## src/fra_pkg.sv

```systemverilog
// Shared constants, register indexes and controller/datapath handshake types.
package fra_pkg;

	localparam int DEF_HISTORY_DEPTH = 256;
	localparam int DEF_PRICE_BITS    = 32;

	localparam int LB_W   = 8;
	localparam int RA_W   = 8;
	localparam int TOL_W  = 12;
	localparam int CFG_W  = 12;
	localparam int IDX_W  = 2;
	localparam int FRAC_W = 16;

	// 0.382 and 0.618 as 16-bit fractions, nearest
	localparam logic [FRAC_W-1:0] FRAC_382 = 16'd25035;
	localparam logic [FRAC_W-1:0] FRAC_618 = 16'd40501;

	localparam logic [LB_W-1:0]  RST_SWING_LOOKBACK     = 8'd80;
	localparam logic [RA_W-1:0]  RST_RANGE_AVG_LENGTH   = 8'd14;
	localparam logic [TOL_W-1:0] RST_TOLERANCE_MULTIPLE = 12'd128;

	typedef enum logic [IDX_W-1:0] {
		REG_SWING_LOOKBACK     = 2'd0,
		REG_RANGE_AVG_LENGTH   = 2'd1,
		REG_TOLERANCE_MULTIPLE = 2'd2
	} cfg_reg_t;

	typedef struct packed {
		logic take;
		logic walk;
		logic div_start;
		logic mul;
		logic lvl;
		logic load;
	} fra_cmd_t;

	typedef struct packed {
		logic accepted;
		logic first_bar;
		logic walk_end;
		logic pipe_busy;
		logic swing_ok;
		logic div_done;
		logic out_free;
	} fra_sts_t;

endpackage

```

## src/fra_ctrl.sv

```systemverilog
// Sequencing state machine: accept, history walk, divide, levels, result.
module fra_ctrl import fra_pkg::*; (
	input  logic     clk,
	input  logic     arst_n,
	input  fra_sts_t sts,
	output fra_cmd_t cmd
);

	typedef enum logic [6:0] {
		S_IDLE  = 7'b0000001,
		S_WALK  = 7'b0000010,
		S_FLUSH = 7'b0000100,
		S_DIV   = 7'b0001000,
		S_MUL   = 7'b0010000,
		S_LVL   = 7'b0100000,
		S_OUT   = 7'b1000000
	} state_t;

	state_t state_q;
	state_t state_d;

	always_comb begin
		state_d = state_q;
		cmd     = '0;
		case (state_q)
			S_IDLE: begin
				cmd.take = 1'b1;
				if (sts.accepted && !sts.first_bar) state_d = S_WALK;
			end
			S_WALK: begin
				cmd.walk = 1'b1;
				if (sts.walk_end) state_d = S_FLUSH;
			end
			S_FLUSH: begin
				// drop the bar when the swing is flat or inverted
				if (!sts.pipe_busy) begin
					if (sts.swing_ok) begin
						cmd.div_start = 1'b1;
						state_d       = S_DIV;
					end else begin
						state_d = S_IDLE;
					end
				end
			end
			S_DIV: begin
				if (sts.div_done) state_d = S_MUL;
			end
			S_MUL: begin
				cmd.mul = 1'b1;
				state_d = S_LVL;
			end
			S_LVL: begin
				cmd.lvl = 1'b1;
				state_d = S_OUT;
			end
			S_OUT: begin
				if (sts.out_free) begin
					cmd.load = 1'b1;
					state_d  = S_IDLE;
				end
			end
			default: begin
				state_d = S_IDLE;
			end
		endcase
	end

	always_ff @(posedge clk or negedge arst_n) begin
		if (!arst_n) begin
			state_q <= S_IDLE;
		end else begin
			state_q <= state_d;
		end
	end

endmodule

```

## config.mk

```make
export PLATFORM = sky130hd
export DESIGN_NAME = fra_ctrl
export DESIGN_NICKNAME = d
export VERILOG_FILES = /design/src/fra_pkg.sv /design/src/fra_ctrl.sv
export SDC_FILE = /design/constraint.sdc
export NUM_CORES = 1
export LEC_CHECK = 0
export ABC_AREA = 1
export BUFFER_PORTS_ARGS = -buffer_cell sky130_fd_sc_hd__buf_2
export CAP_MARGIN = 20
export CORE_AREA = 2 2 39 41
export CTS_CLUSTER_DIAMETER = 150
export DETAILED_ROUTE_END_ITERATION = 12
export DIE_AREA = 0 0 41 43
export HOLD_SLACK_MARGIN = 0.1
export PLACE_DENSITY_LB_ADDON = 0.1
export SETUP_SLACK_MARGIN = 0.4
export SLEW_MARGIN = 20
export SYNTH_ARGS = -nofsm -noshare
export SYNTH_HDL_FRONTEND = slang
export SYNTH_SLANG_ARGS = --single-unit
```

## constraint.sdc

```tcl
create_clock -name clk -period 1.1 [get_ports clk]
set_input_delay 0.33 -clock clk [delete_from_list [all_inputs] [get_ports clk]]
set_output_delay 0.33 -clock clk [all_outputs]
set_load 0.02 [all_outputs]
```

==> flow_summary.yaml <==
outcome:
  outcome: "finished, violations left"
  violations: "negative setup slack"
worst_setup_path:
  slowest_delay_ns: 0.41
  crit_path_end_kind: "primary output"
  cp.required_ns: 0.77
  path_delay_family: "flip-flops"
  worst_ep_arrival_time_ns: 1.27
  crit_path_max_fanout: 5
  startpoint_type: "flop"
  path_class: "reg2out"
  slowest_stage: "dfrtp_1"
  path_buf_inv: 2
  cp_cell_sequence: "nor2_4, nand2_4, buf_6, nor2_4, buf_6"
final_layout:
  top_register: "state_q"
  syn_to_final_growth_pct: 92.70
  fin_nets: 116
  drive_gt1_share_pct: 67.92
  top_regs: "state_q (7)"
  diodes: 0
  register_area_sq_um: 176.4
  largest_reg_flops: 7
  fin_util_pct: 69.17
  multi_input_area_sq_um: 385.4
  n_fill_cell: 118
clock_network:
  cts_tree: "built"
  cts_root_buf: "clkbuf_4"
  clkLatencyLatePin_ns: 0.25
  htree_num_levels: 1
  cts_made_buffers: 3
  clock-sinks: 7
  clk_pin_slew_ns: 0.05
  clockBufferDepth: 2
pwr:
  combPwrFrac_pct: 67.9
  peakVddDrop_mv: 1.103
  clkPwrFrac_pct: 11.9
  seqPwrFrac_pct: 20.2
  p_int_mw: 1.140
  p_switching_uw: 795.8
  leakage_nw: 0.4815
  switching_share_pct: 41.10
  power_density_nw_per_um2: 2023
yosys:
  synth_edf_count: 0
  synth_area_leader_cell: "dfrtp_1"
  yosysMostFrequentCell: "nand2_1"
  postSynth.asyncResetShare_pct: 100.0
  avgSynthCellArea_sq_um: 7.305
  yosysUniqueCellTypes: 15
  yosysSeqAreaShare_pct: 35.52
  ys_dominant_reg_cell: "dfrtp_1"
  ys_ff_latch: 7
  netlist_instances: 68
  syn_area_sq_um: 496.7
  ys_top_cells_by_area: "dfrtp_1 (30%), nand2_1 (14%), nor2_4 (9.1%), nor2_1 (6.8%), nor2_2 (6.3%)"
  yosys_warnings: 0
  synth_top_area_share_pct: 30.23
  syn_nets: 77
  synth_common_cells: "nand2_1 (18), nor2_1 (9), inv_1 (8)"
floorplan:
  fp.dieW_um: 41
  die_y_um: 43
  dieArea_sq_um: 1763
  rows: 14
  pin_count: 15
  start_util_pct: 35.90
  core-area_sq_um: 1384
placement:
  place_hpwl_um: 850.1
  place.gp.congestion: 0.7694
  io_buffers: 14
drt:
  routed_wl_mm: 1.186
  drt_iter0_markers: 4
  remaining_drc_errors: 0
  vias_per_cell: 4.328
  vias: 528
  firstDrtPassIters: 2
  route.detailed.wl_per_inst_um: 9.721
  ant_nets: 0
timing:
  timing.final.crit_period_ns: 1.603
  maxSlewViolCount: 0
  rsz0062_at_grt: "yes"
  tns_ns: -4.483
  tightestPinTransition_ns: 0.2853
  setup_viol: 11
  skew_ns: 0.003357
  relSlewSlack_pct: 80.87
  period_share_pct: 145.7
  final_hold_viol_count: 0
  timing.fmax_mhz: 623.8
  fin_ws_ns: -0.5030
global_route:
  gr-total-overflow: 0
  grt_first_pass_wirelength_mm: 1.966
  antenna_found_initial: 0
  grt_max_degree: 8
  grt_pass1_vias: 522
  grt.total_usage_pct: 17.12
hold_path:
  holdCritPathClass: "in2reg"
job:
  cap_viol_max_count: 0
==> power groups by stage <==
stage | logic (mW) | clock network, mW | registers, mW
global route | 1.42 | 0.245 | 0.398
global placement | 0.866 | 0 | 0.396
CTS | 1.16 | 0.240 | 0.391
floorplan | 0.560 | 0 | 0.391
detailed placement | 0.866 | 0 | 0.398
finish | 1.31 | 0.231 | 0.390
==> area by class of cell <==
| cell class | instances | share of cell area [%] |
|---|---|---|
| timing repair buffer | 34 | 31.76 |
| inverter | 12 | 4.706 |
| tap | 16 | 2.092 |
| sequential | 7 | 18.43 |
| clock buffer | 4 | 2.745 |
| multi-input combinational | 49 | 40.26 |
==> worst paths after layout <==
check | startpoint | to | slack, ns | cells after the start
worst max-delay path | state_q[2]$_DFFE_PN0P_ | cmd[1] | -0.50 | 5
worst min-delay path | sts[3] | state_q[3]$_DFFE_PN0P_ | 0.34 | 2
worst max register to register | state_q[0]$_DFFE_PN1P_ | state_q[0]$_DFFE_PN1P_ | -0.39 | 11
worst min register to register | state_q[1]$_DFFE_PN0P_ | state_q[5]$_DFFE_PN0P_ | 0.61 | 3
max in group asynchronous | arst_n | state_q[0]$_DFFE_PN1P_ | 0.44 | 2
min in group asynchronous | arst_n | state_q[5]$_DFFE_PN0P_ | 0.45 | 2
==> through the flow <==
stage | cells | area (sq um) | total power [mW] | hold slack [ns] | worst slack (ns)
detailed placement | 108 | 696.9 | 1.264 | 0.1706 | -0.3507
global route | 122 | 957.2 | 2.067 | 0.3555 | -0.5773
global placement | 108 | 696.9 | 1.263 | 0.1668 | -0.3442
CTS | 120 | 895.9 | 1.794 | 0.3324 | -0.5107
finish | 122 | 957.2 | 1.936 | 0.3426 | -0.5030
floorplan | 68 | 531.8 | 0.9519 | 0.03441 | -0.1968
==> placed cells by master (no fill, tap or decap) <==
cell	n
buf_6	17
nor2_1	4
nand3_4	2
clkbuf_1	1
clkbuf_4	4
dfstp_2	1
buf_4	8
dlygate4sd3_1	1
dfrtp_1	6
nand2_2	6
inv_1	8
nand2_1	10
nand3_2	3
o21ai_1	2
nor3_2	1
buf_2	7
nor3b_2	1
nor2_4	11
nand2_4	4
nor2_2	3
nand3_1	2
inv_2	4
==> what timing repair did <==
action | CTS | global route
setup endpoints to repair | 13 | 14
buffers inserted | 7 | 2
gates resized for setup | 32 | 13
hold endpoints to repair | 6 | 0
hold buffers | 1 | 0
pin swaps | 18 | 5
==> kinds of logic after synthesis <==
family | share of synthesized area (%)
AOI/OAI and AO/OA | 2.015
buffers and inverters | 9.067
DFF | 35.52
and+or+nand+nor | 53.40
==> per-layer routing <==
layer	GRT usage, %	up-vias	share of wire, %
met5	0	-	0
met1	20.53	238	44
met2	25.94	7	54
met3	3.141	0	1.8
li1	-	283	-
met4	12.00	0	0
(Power assumes the default switching activity.)
